File: src/design/cfa_pkg.sv
package cfa_pkg;

    // Field widths fixed by the request and response formats.
    localparam int FRAME_W = 20;
    localparam int CNT_W   = 11;
    localparam int PADDR_W = 4;
    localparam int PDATA_W = 32;

    // Default map depth.
    localparam int MAX_FRAMES_DEF = 1024;

    // Saturation limit of the free frame counter.
    localparam logic [CNT_W-1:0] CNT_MAX = '1;

    // Request codes.
    localparam logic [1:0] REQ_INIT    = 2'd0;
    localparam logic [1:0] REQ_ALLOC   = 2'd1;
    localparam logic [1:0] REQ_MARK    = 2'd2;
    localparam logic [1:0] REQ_RELEASE = 2'd3;

    // Response status codes.
    localparam logic [1:0] RS_OK       = 2'd0;
    localparam logic [1:0] RS_NOFIT    = 2'd1;
    localparam logic [1:0] RS_NOT_HEAD = 2'd2;
    localparam logic [1:0] RS_RANGE    = 2'd3;

    // Per-frame state codes.
    localparam logic [1:0] FS_FREE  = 2'd0;
    localparam logic [1:0] FS_HEAD  = 2'd1;
    localparam logic [1:0] FS_ALLOC = 2'd2;

    // Register indexes (word address bits [3:2]).
    localparam logic [1:0] REG_BASE = 2'd0;
    localparam logic [1:0] REG_POOL = 2'd1;
    localparam logic [1:0] REG_INFO = 2'd2;

    typedef struct packed {
        logic [1:0]         req_type;
        logic [FRAME_W-1:0] frame_no;
        logic [CNT_W-1:0]   count;
    } cfa_req_t;

    typedef struct packed {
        logic [FRAME_W-1:0] first_frame;
        logic [1:0]         status;
        logic [CNT_W-1:0]   free_frames;
    } cfa_rsp_t;

endpackage

File: src/design/contiguous_frame_allocator_unit.sv
// First-fit contiguous frame allocator. A map of MAX_FRAMES two-bit frame
// states lives in a single-port-write, single-port-read memory, and one small
// sequencer walks it one entry per cycle with a shared pointer and compare.
// One request is worked at a time and the request side stalls meanwhile.
// Init sweeps the whole map; allocate runs a first-fit scan, then the claim
// writes; mark overwrites the given run; release walks the freed run up to its
// end or the last frame of the pool, and a release of a frame that is not a
// head stops at that frame; requests rejected up front go straight to the
// result. After reset the block sweeps the map clear before it takes its first
// request; configuration writes are taken during that pass. A finished result
// sits in an output register until the response side takes it.
module contiguous_frame_allocator_unit
    import cfa_pkg::*;
#(
    parameter int MAX_FRAMES = MAX_FRAMES_DEF
)
(
    input  logic               clk,
    input  logic               rst_n,
    // Request channel
    input  logic               req_valid,
    output logic               req_stall,
    input  cfa_req_t           req,
    // Response channel
    output logic               rsp_valid,
    input  logic               rsp_stall,
    output cfa_rsp_t           rsp,
    // Configuration port
    input  logic               psel,
    input  logic               penable,
    input  logic               pwrite,
    input  logic [PADDR_W-1:0] paddr,
    input  logic [PDATA_W-1:0] pwdata,
    output logic [PDATA_W-1:0] prdata,
    output logic               pready
);

    localparam int AW = $clog2(MAX_FRAMES);
    localparam int CW = $clog2(MAX_FRAMES + 1);
    localparam logic [CW-1:0] LAST_IDX = CW'(MAX_FRAMES - 1);

    typedef enum logic [3:0] {
        S_CLEAR,
        S_IDLE,
        S_INIT,
        S_SCAN,
        S_CLAIM,
        S_MARK,
        S_REL,
        S_DONE
    } state_t;

    // Frame state map.
    logic [1:0] map_mem [MAX_FRAMES];
    logic [1:0] rdata_reg;
    logic       mem_we;
    logic [AW-1:0] mem_waddr;
    logic [1:0] mem_wdata;

    // Configuration registers.
    logic [FRAME_W-1:0] base_reg, base_next;
    logic [CNT_W-1:0]   pool_reg, pool_next;
    logic [FRAME_W-1:0] info_reg, info_next;

    // Sequencer state.
    state_t             state_reg, state_next;
    logic [CW-1:0]      ptr_reg, ptr_next;
    logic [CW-1:0]      pos_reg, pos_next;
    logic               pend_reg, pend_next;
    logic               first_reg, first_next;
    logic [CNT_W-1:0]   rem_reg, rem_next;
    logic [CNT_W-1:0]   run_reg, run_next;
    logic [CNT_W-1:0]   fc_reg, fc_next;
    logic               head_en_reg, head_en_next;
    logic [AW-1:0]      head_idx_reg, head_idx_next;
    logic [1:0]         status_reg, status_next;
    logic [FRAME_W-1:0] ff_reg, ff_next;
    logic               rsp_valid_reg, rsp_valid_next;
    cfa_rsp_t           rsp_reg, rsp_next;

    // Derived values.
    logic [CW-1:0]      n;
    logic [FRAME_W:0]   off_full;
    logic [FRAME_W-1:0] off;
    logic               below;
    logic [FRAME_W-1:0] abs_info;
    logic [FRAME_W:0]   info_full;
    logic               info_in;
    logic               cfg_wr;
    logic [CNT_W-1:0]   fc_dec;
    logic [CNT_W-1:0]   fc_inc;
    logic [CW-1:0]      claim_start;

    assign pready    = 1'b1;
    assign req_stall = (state_reg != S_IDLE);
    assign rsp_valid = rsp_valid_reg;
    assign rsp       = rsp_reg;
    assign cfg_wr    = psel && penable && pwrite;

    // Register readback.
    always_comb
    begin
        unique case (paddr[3:2])
            REG_BASE: prdata = PDATA_W'(base_reg);
            REG_POOL: prdata = PDATA_W'(pool_reg);
            REG_INFO: prdata = PDATA_W'(info_reg);
            default:  prdata = '0;
        endcase
    end

    // Pool size, request offset and info frame placement.
    always_comb
    begin
        n         = (32'(pool_reg) > MAX_FRAMES) ? CW'(MAX_FRAMES) : CW'(pool_reg);
        off_full  = {1'b0, req.frame_no} - {1'b0, base_reg};
        below     = off_full[FRAME_W];
        off       = off_full[FRAME_W-1:0];
        abs_info  = (info_reg == '0) ? base_reg : info_reg;
        info_full = {1'b0, abs_info} - {1'b0, base_reg};
        info_in   = !info_full[FRAME_W] && (32'(info_full[FRAME_W-1:0]) < 32'(n));
        fc_dec    = (fc_reg == '0) ? fc_reg : fc_reg - 1'b1;
        fc_inc    = (fc_reg == CNT_MAX) ? fc_reg : fc_reg + 1'b1;
        claim_start = ptr_reg - CW'(rem_reg);
    end

    // Sequencer next-state logic.
    always_comb
    begin
        base_next      = base_reg;
        pool_next      = pool_reg;
        info_next      = info_reg;
        state_next     = state_reg;
        ptr_next       = ptr_reg;
        pos_next       = pos_reg;
        pend_next      = pend_reg;
        first_next     = first_reg;
        rem_next       = rem_reg;
        run_next       = run_reg;
        fc_next        = fc_reg;
        head_en_next   = head_en_reg;
        head_idx_next  = head_idx_reg;
        status_next    = status_reg;
        ff_next        = ff_reg;
        rsp_valid_next = rsp_valid_reg;
        rsp_next       = rsp_reg;

        // Configuration writes.
        if (cfg_wr)
        begin
            unique case (paddr[3:2])
                REG_BASE: base_next = pwdata[FRAME_W-1:0];
                REG_POOL: pool_next = pwdata[CNT_W-1:0];
                REG_INFO: info_next = pwdata[FRAME_W-1:0];
                default:  ;
            endcase
        end

        // Response transfer frees the output register.
        if (rsp_valid_reg && !rsp_stall)
        begin
            rsp_valid_next = 1'b0;
        end

        unique case (state_reg)
            S_CLEAR:
            begin
                ptr_next = ptr_reg + 1'b1;
                if (ptr_reg == LAST_IDX)
                begin
                    ptr_next   = '0;
                    state_next = S_IDLE;
                end
            end

            S_IDLE:
            begin
                if (req_valid)
                begin
                    pend_next   = 1'b0;
                    first_next  = 1'b1;
                    status_next = RS_OK;
                    ff_next     = '0;
                    rem_next    = req.count;
                    run_next    = '0;
                    ptr_next    = '0;
                    unique case (req.req_type)
                        REQ_INIT:
                        begin
                            head_en_next  = info_in;
                            head_idx_next = AW'(info_full[FRAME_W-1:0]);
                            fc_next       = CNT_W'(n) - CNT_W'(info_in);
                            state_next    = S_INIT;
                        end
                        REQ_ALLOC:
                        begin
                            if (req.count == '0 || 32'(req.count) > 32'(n))
                            begin
                                status_next = RS_NOFIT;
                                state_next  = S_DONE;
                            end
                            else
                            begin
                                state_next = S_SCAN;
                            end
                        end
                        REQ_MARK:
                        begin
                            if (req.count == '0)
                            begin
                                status_next = RS_NOFIT;
                                state_next  = S_DONE;
                            end
                            else if (below || 32'(off) > 32'(n) ||
                                     32'(req.count) + 32'(off) > 32'(n))
                            begin
                                status_next = RS_RANGE;
                                state_next  = S_DONE;
                            end
                            else
                            begin
                                ptr_next   = CW'(off);
                                state_next = S_MARK;
                            end
                        end
                        REQ_RELEASE:
                        begin
                            if (below || 32'(off) >= 32'(n))
                            begin
                                status_next = RS_RANGE;
                                state_next  = S_DONE;
                            end
                            else
                            begin
                                ptr_next   = CW'(off);
                                state_next = S_REL;
                            end
                        end
                        default: ;
                    endcase
                end
            end

            S_INIT:
            begin
                ptr_next = ptr_reg + 1'b1;
                if (ptr_reg == LAST_IDX)
                begin
                    ptr_next   = '0;
                    state_next = S_DONE;
                end
            end

            // First-fit scan: read one entry per cycle, check the previous one.
            S_SCAN:
            begin
                ptr_next  = ptr_reg + 1'b1;
                pos_next  = ptr_reg;
                pend_next = 1'b1;
                if (pend_reg)
                begin
                    if (rdata_reg == FS_FREE && run_reg + 1'b1 == rem_reg)
                    begin
                        ptr_next   = claim_start;
                        ff_next    = base_reg + FRAME_W'(claim_start);
                        first_next = 1'b1;
                        state_next = S_CLAIM;
                    end
                    else
                    begin
                        run_next = (rdata_reg == FS_FREE) ? run_reg + 1'b1 : '0;
                        if (ptr_reg == n)
                        begin
                            status_next = RS_NOFIT;
                            state_next  = S_DONE;
                        end
                    end
                end
            end

            // Claim the run found by the scan.
            S_CLAIM:
            begin
                ptr_next   = ptr_reg + 1'b1;
                first_next = 1'b0;
                rem_next   = rem_reg - 1'b1;
                fc_next    = fc_dec;
                if (rem_reg == CNT_W'(1))
                begin
                    state_next = S_DONE;
                end
            end

            // Mark: read ahead, overwrite the entry read in the cycle before.
            S_MARK:
            begin
                ptr_next  = ptr_reg + 1'b1;
                pos_next  = ptr_reg;
                pend_next = 1'b1;
                if (pend_reg)
                begin
                    first_next = 1'b0;
                    rem_next   = rem_reg - 1'b1;
                    if (rdata_reg == FS_FREE)
                    begin
                        fc_next = fc_dec;
                    end
                    if (rem_reg == CNT_W'(1))
                    begin
                        state_next = S_DONE;
                    end
                end
            end

            // Release: free the head, then the allocated frames behind it.
            S_REL:
            begin
                ptr_next  = ptr_reg + 1'b1;
                pos_next  = ptr_reg;
                pend_next = 1'b1;
                if (pend_reg)
                begin
                    if (first_reg)
                    begin
                        if (rdata_reg != FS_HEAD)
                        begin
                            status_next = RS_NOT_HEAD;
                            state_next  = S_DONE;
                        end
                        else
                        begin
                            fc_next    = fc_inc;
                            first_next = 1'b0;
                            if (ptr_reg == n)
                            begin
                                state_next = S_DONE;
                            end
                        end
                    end
                    else if (rdata_reg == FS_FREE || rdata_reg == FS_HEAD)
                    begin
                        state_next = S_DONE;
                    end
                    else
                    begin
                        fc_next = fc_inc;
                        if (ptr_reg == n)
                        begin
                            state_next = S_DONE;
                        end
                    end
                end
            end

            // Hand the result to the output register once it is free.
            S_DONE:
            begin
                if (!rsp_valid_reg || !rsp_stall)
                begin
                    rsp_next.first_frame = ff_reg;
                    rsp_next.status      = status_reg;
                    rsp_next.free_frames = fc_reg;
                    rsp_valid_next       = 1'b1;
                    state_next           = S_IDLE;
                end
            end

            default: state_next = S_IDLE;
        endcase
    end

    // Map write port.
    always_comb
    begin
        mem_we    = 1'b0;
        mem_waddr = ptr_reg[AW-1:0];
        mem_wdata = FS_FREE;
        unique case (state_reg)
            S_CLEAR:
            begin
                mem_we = 1'b1;
            end
            S_INIT:
            begin
                mem_we = 1'b1;
                if (head_en_reg && ptr_reg[AW-1:0] == head_idx_reg)
                begin
                    mem_wdata = FS_HEAD;
                end
            end
            S_CLAIM:
            begin
                mem_we    = 1'b1;
                mem_wdata = first_reg ? FS_HEAD : FS_ALLOC;
            end
            S_MARK:
            begin
                mem_we    = pend_reg;
                mem_waddr = pos_reg[AW-1:0];
                mem_wdata = first_reg ? FS_HEAD : FS_ALLOC;
            end
            S_REL:
            begin
                mem_waddr = pos_reg[AW-1:0];
                if (first_reg)
                begin
                    mem_we = pend_reg && (rdata_reg == FS_HEAD);
                end
                else
                begin
                    mem_we = pend_reg && (rdata_reg != FS_FREE) && (rdata_reg != FS_HEAD);
                end
            end
            default: ;
        endcase
    end

    // Map memory with registered read data.
    always_ff @(posedge clk)
    begin
        if (mem_we)
        begin
            map_mem[mem_waddr] <= mem_wdata;
        end
        rdata_reg <= map_mem[ptr_reg[AW-1:0]];
    end

    // Control state and registered outputs.
    always_ff @(posedge clk or negedge rst_n)
    begin
        if (!rst_n)
        begin
            base_reg      <= '0;
            pool_reg      <= CNT_W'(1024);
            info_reg      <= '0;
            state_reg     <= S_CLEAR;
            ptr_reg       <= '0;
            pend_reg      <= 1'b0;
            first_reg     <= 1'b0;
            fc_reg        <= '0;
            head_en_reg   <= 1'b0;
            rsp_valid_reg <= 1'b0;
        end
        else
        begin
            base_reg      <= base_next;
            pool_reg      <= pool_next;
            info_reg      <= info_next;
            state_reg     <= state_next;
            ptr_reg       <= ptr_next;
            pend_reg      <= pend_next;
            first_reg     <= first_next;
            fc_reg        <= fc_next;
            head_en_reg   <= head_en_next;
            rsp_valid_reg <= rsp_valid_next;
        end
    end

    // Payload registers.
    always_ff @(posedge clk)
    begin
        pos_reg      <= pos_next;
        rem_reg      <= rem_next;
        run_reg      <= run_next;
        head_idx_reg <= head_idx_next;
        status_reg   <= status_next;
        ff_reg       <= ff_next;
        rsp_reg      <= rsp_next;
    end

endmodule

File: config.mk
export PLATFORM = sky130hd
export DESIGN_NAME = contiguous_frame_allocator_unit
export DESIGN_NICKNAME = d
export VERILOG_FILES = /design/src/design/cfa_pkg.sv /design/src/design/contiguous_frame_allocator_unit.sv
export SDC_FILE = /design/constraint.sdc
export NUM_CORES = 2
export LEC_CHECK = 0
export BUFFER_PORTS_ARGS = -buffer_cell sky130_fd_sc_hd__buf_2
export CAP_MARGIN = 40
export CORE_MARGIN = 3
export CORE_UTILIZATION = 45
export CTS_CLUSTER_SIZE = 14
export DETAILED_ROUTE_END_ITERATION = 10
export GPL_TIMING_DRIVEN = 0
export HOLD_SLACK_MARGIN = 0.06
export SYNTH_ARGS = -nofsm -noshare
export SYNTH_HDL_FRONTEND = slang
export SYNTH_SLANG_ARGS = --single-unit
File: constraint.sdc
create_clock -name clk -period 43.4 [get_ports clk]
set_input_delay 4.34 -clock clk [delete_from_list [all_inputs] [get_ports clk]]
set_output_delay 4.34 -clock clk [all_outputs]
set_load 0.01 [all_outputs]
### Yosys cells after proc, flatten, opt, wreduce, memory -nomap -nowiden

Memory sizes are Yosys's and may differ from the RTL's. A register that Yosys moved wholly into a read port is not among the register bits.
Cells that the tools add are included.

| word-level totals | value |
|---|---|
| register bits after elaboration | 178 |
| bits in latches | 0 |
| RAM bits | 2048 |
| bits in read-only memories | 0 |
| input bits | 76 |
| output and inout bits | 68 |
| word-level logic and storage cells | 215 |
| memories | 1 |

Memory list:

| name | depth | bits a word | rd ports | clocked after Yosys merged registers in | wr ports | RTL line | source |
|---|---|---|---|---|---|---|---|
| map_mem | 1024 | 2 | 1 | 1 | 1 | contiguous_frame_allocator_unit.sv:54 | `logic [1:0] map_mem [MAX_FRAMES];` |

| cells by class | value |
|---|---|
| add/sub/neg operators | 11 |
| multiply operators | 0 |
| divide/modulo/power cells | 0 |
| $lt $le $gt $ge | 6 |
| eq/ne operators | 37 |
| shift-type cells | 0 |
| mux-type cells | 88 |
| bitwise gates (word level) | 0 |
| reduce and logical (&&, ||, !) cells | 53 |

Operators by type and width:

| operator | count |
|---|---|
| 2-to-1 mux 11 bit | 24 |
| one-hot mux 11 bit (4 select lines) | 2 |
| 2-to-1 mux 20 bit | 4 |
| one-hot mux 20 bit (3 select lines) | 1 |
| 2-to-1 mux 4 bit | 13 |
| one-hot mux 11 bit (2 select lines) | 2 |
| subtractor 20 x 20 -> 21 bit | 2 |
| one-hot mux 20 bit (2 select lines) | 1 |
| adder 11 x 1 -> 11 bit (second input constant) | 3 |
| one-hot mux 11 bit (3 select lines) | 1 |
| one-hot mux 4 bit (8 select lines) | 1 |
| 2-to-1 mux 2 bit | 13 |
| inequality test 2 bit (second input constant) | 13 |
| == test 11 bit | 2 |
| zero test 11 bit | 2 |
| subtractor 11 x 1 -> 11 bit (second input constant) | 2 |
| adder 11 x 20 -> 21 bit | 1 |
| greater-than comparator 21 x 11 -> 1 bit | 1 |
| adder 20 x 11 -> 20 bit | 1 |
| >= comparator 20 x 11 -> 1 bit | 1 |
| greater-than comparator 20 x 11 -> 1 bit | 1 |
| zero test 20 bit | 1 |
| < comparator 20 x 11 -> 1 bit | 1 |
| 2-to-1 mux 1 bit | 17 |
| 41 further kinds | 85 |

### Logic depth before layout (Yosys ltp)

| logic depth | value |
|---|---|
| word-level depth | 10 |
| depth in mapped cells | 29 |
| gate-level depth less buffers | 28 |

### Worst setup path before layout

OpenSTA, ideal clock, no wires.

| timing | value |
|---|---|
| kind | register to register |
| from | reg state_reg[1] |
| to | mem map_mem[0][1] (data pin) |
| data arrival time | 24621 ps |
| required time | 38434 ps |
| setup slack | 13813 ps |
| cell stages (with the launch flop) | 6 |
| path buffers | 3 |
| cells stage by stage | dfrtp_1 > clkbuf_1 > clkbuf_1 > nand2b_1 > clkbuf_1 > nor2_1 |

| between the ends | value |
|---|---|
| word-level cells in the longest chain between the ends | 3 |
| elaborated cells on any way between the ends | 5 |
| classes of those cells | eq/ne: 3; mux: 1; reduce/logical: 1 |

Ends and longest elaborated chain:

| what | RTL line | source |
|---|---|---|
| from (decl) | contiguous_frame_allocator_unit.sv:66 | `state_t state_reg, state_next;` |
| from (signal assigned) | contiguous_frame_allocator_unit.sv:448 | `state_reg <= state_next;` |
| == test 4 x 3 -> 1 bit | contiguous_frame_allocator_unit.sv:377 | `unique case (state_reg)` |
| OR reduction 2 bit (no source line) | - |  |
| one-hot mux 2 bit (2 select lines) * | contiguous_frame_allocator_unit.sv:377 |  |
| net mem_wdata[1] | contiguous_frame_allocator_unit.sv:58 | `logic [1:0] mem_wdata;` |
| to (decl) | contiguous_frame_allocator_unit.sv:54 |  |

The timed path passes the listed nets; every way through them passes the cells marked *.

### Worst setup path in the final report

| timing | value |
|---|---|
| from | in paddr[2] |
| to | out prdata[9] |

| between the ends | value |
|---|---|
| word-level cells in the longest chain between the ends | 2 |
| elaborated cells on any way between the ends | 4 |
| classes of those cells | eq/ne: 2; mux: 1; reduce/logical: 1 |

Ends and longest elaborated chain:

| what | RTL line | source |
|---|---|---|
| from (decl) | contiguous_frame_allocator_unit.sv:32 | `input logic [PADDR_W-1:0] paddr,` |
| == test 2 bit (tied with other cells) | contiguous_frame_allocator_unit.sv:103 | `unique case (paddr[3:2])` |
| one-hot mux 20 bit (3 select lines) * | contiguous_frame_allocator_unit.sv:103 |  |
| to (decl) | contiguous_frame_allocator_unit.sv:34 | `output logic [PDATA_W-1:0] prdata,` |

Mark *: on every way between the ends. The rest lies on a longest branch, timed or not.

==> results.yml <==
outcome:
  outcome: "complete, no violations"
floorplan:
  ios: 144
  rows: 169
  die_h_um: 470
  die-area_sq_mm: 0.221
  die_w_um: 470
  initial_utilization: 0.455
  core-area_sq_mm: 0.213
drt:
  vias: 65100
  drt-initial-drc-count: 11800
  wirelength_um: 392000
  ant_nets: 0
  wl_per_cell_um: 40.1
  routed_via_density: 6.66
  drc_errors: 0
  first_pass_iters: 9
cts:
  cts.hold.buffers_added: 0
  clk-insertion-delay-late_ns: 0.94
  clock-sinks: 2228
  cts.repair.resized: 0
  clkSlewWorstSetupHoldPaths_ns: 0.06
  cts-buffers-inserted: 226
  htree_num_levels: 4
  postCtsSetupBuffers: 0
  cts-root-buf: "clkbuf_16"
  ctsLongestPathBuffers: 3
  cts_tree: "built"
yosys:
  synthArstFlopShare: 0.0364
  synthTopCellsByCount: "edfxtp_1 (2145), nor2_1 (1180), mux4_2 (526)"
  yosysMostFrequentCell: "edfxtp_1"
  synth.distinct_cells: 84
  syn_inst: 6154
  syn_area_sq_mm: 0.0969
  synth.top_cell.area_share: 0.664
  synthTopCellsByArea: "edfxtp_1 (66%), mux4_2 (12%), nor2_1 (4.6%)"
  synth.avg_cell_area_sq_um: 15.8
  ys_seq_elements: 2228
  synth-seq-area-share: 0.686
  yosysWarnings: 0
  synthFlopType: "edfxtp_1"
  synth_top_area_cell: "edfxtp_1"
  synth-edff-count: 2145
timing:
  slew_violations: 0
  period_share: 0.236
  finalClockSkew_ns: 0.122
  rsz0062_at_grt: "false"
  finalCriticalPeriod_ns: 10.23
  fin_setup_tns_ns: 0
  tightest_slew_ns: 1.07
  relSlewSlack: 0.284
  hold_viol: 0
  final-setup-viol-count: 0
  fmax_mhz: 97.7
power_and_ir_drop:
  leakagePower_nw: 36.5
  ir_drop_uv: 51.8
  power_w: 0.00754
  p_per_area_mw_per_mm2: 66.9
final_layout:
  drive_gt1_frac: 0.210
  fin_util: 0.528
  stdcell_count: 9778
  final_nets: 6951
  largest_register_ffs: 2048
  finish.instance_area_sq_mm: 0.113
  areaGrowthSynthToFinish_pct: 16.2
critical_path:
  reg2reg_from: "info_reg[13]$_DFFE_PN0P_"
  rr_endpoint: "fc_reg[8]$_DFFE_PN0P_"
  crit_chain: "clkbuf_1 -> buf_1 -> mux2i_1 -> o21ai_0 -> buf_2"
  critPathCaptureType: "output port"
  cp.required_ns: 39.06
  rr_worst_depth: 28
  r2r_setup_slack_ns: 35.57
  cp.buffers_inverters: 3
  cpLargestDelayFamily: "buffers and inverters"
  cp-start-kind: "primary input"
  cp_slowest_cell: "buf_1"
  criticalPathCategory: "in2out"
  worstPathArrival_ns: 5.89
  cpPeakStageDelay_ns: 0.63
  cp_max_fo: 10
hold_path:
  hold_start: "ff_reg[6]$_SDFFCE_PN0P_"
  hold_class: "reg2reg"
  hold-path-endpoint: "rsp[19]$_DFFE_PP_"
  worst_hold_path.num_cells: 0
place:
  gp_congestion: 1.03
  postPlaceCellArea_sq_mm: 0.105
  dp.cells: 9325
  detailed_place_hpwl_um: 280000
  port_buffers: 115
grt:
  grt_pass1_vias: 61500
  grt_usage: 0.350
  grt_max_degree: 103
  grt_pass1_wl_um: 524000
  antenna_found_initial: 34
  grt_overflow: 0
run:
  drv_cap: 0
-- report_power, final --
part           internal [W]  switching [W]
Sequential          0.00251      0.0000549
Combinational      0.000977        0.00205
Clock               0.00108       0.000875
-- cells by family (layout without fill, tap and decap cells) --
kind of cell | count (synthesis) | count (layout) | share of synthesized area
compound gates | 660 | 660 | 0.0451
xor+xnor | 132 | 132 | 0.0125
fa+ha+maj | 138 | 138 | 0.0183
buf+inv | 537 | 1294 | 0.0229
flops | 2228 | 2228 | 0.686
mux | 672 | 672 | 0.138
other cells | 2 | 48 | 0.0000775
simple gates | 1785 | 1785 | 0.0775
-- stage by stage --
stage | setup WS (ns) | hold slack [ns]
2_1_floorplan | 13.81 | 0.400
3_3_place_gp | -10.10 | 0.405
3_5_place_dp | 33.07 | 0.405
4_1_cts | 33.16 | 0.419
5_1_grt | 33.04 | 0.422
6_report | 33.17 | 0.419
-- metal layers --
layer,GRT usage,vias up,part of all wire,wire (um)
li1,-,25000,-,-
met3,0.126,1242,0.14,56300
met2,0.503,5536,0.43,168000
met5,0,-,0.0011,412
met1,0.444,33400,0.35,136000
met4,0.239,22,0.081,31700
-- layout make-up --
class / instances / area (sq um)
antenna: 34 / 85.1
buffer: 453 / 2010
clock buffer: 281 / 5910
clock inverter: 133 / 1380
fill: 17400 / 101000
inverter: 84 / 315
multi-input combinational: 3401 / 28400
sequential: 2228 / 66500
tap: 2821 / 3530
timing repair buffer: 343 / 4530
-- cell usage in the layout, fill, tap and decap left out, types with 80 or more instances in the layout --
| master | n |
|---|---|
| edfxtp_1 | 2145 |
| nor2_1 | 1177 |
| mux4_2 | 526 |
| clkbuf_1 | 251 |
| nand2_1 | 229 |
| buf_2 | 229 |
| clkbuf_16 | 228 |
| o21ai_0 | 149 |
| ha_1 | 132 |
| a21oi_1 | 127 |
| nand3_1 | 98 |
| mux2i_1 | 96 |
| xnor2_1 | 92 |
| buf_8 | 83 |
| inv_1 | 82 |
| dfrtp_1 | 80 |
-- worst reg2reg max path: cells and delay by family (launching register included) --
family                     cells  cell delay [ns]
AOI/OAI and AO/OA             10             2.17
buffers and inverters          2             0.71
adders and majority gates      5             1.54
DFF                            1             0.43
xor gates and xnor gates       1             0.13
and+or+nand+nor               10             2.84
-- how the worst max path moves through the flow --
| stage | cells past startpoint | slack (ns) | startpoint | end |
|---|---|---|---|---|
| finish | 5 | 33.17 | paddr[2] | prdata[9] |
| global route | 5 | 33.04 | paddr[2] | prdata[8] |
| CTS | 5 | 33.16 | paddr[2] | prdata[9] |
| detailed placement | 25 | 33.07 | req[11] | ptr_reg[3]$_DFFE_PN0P_ |
| global placement | 5 | -10.10 | state_reg[1]$_DFFE_PN0P_ | map_mem[78][1]$_DFFE_PP_ |
| floorplan | 5 | 13.81 | state_reg[1]$_DFFE_PN0P_ | map_mem[0][1]$_DFFE_PP_ |
Note: power is estimated with default switching activity, not from simulation.
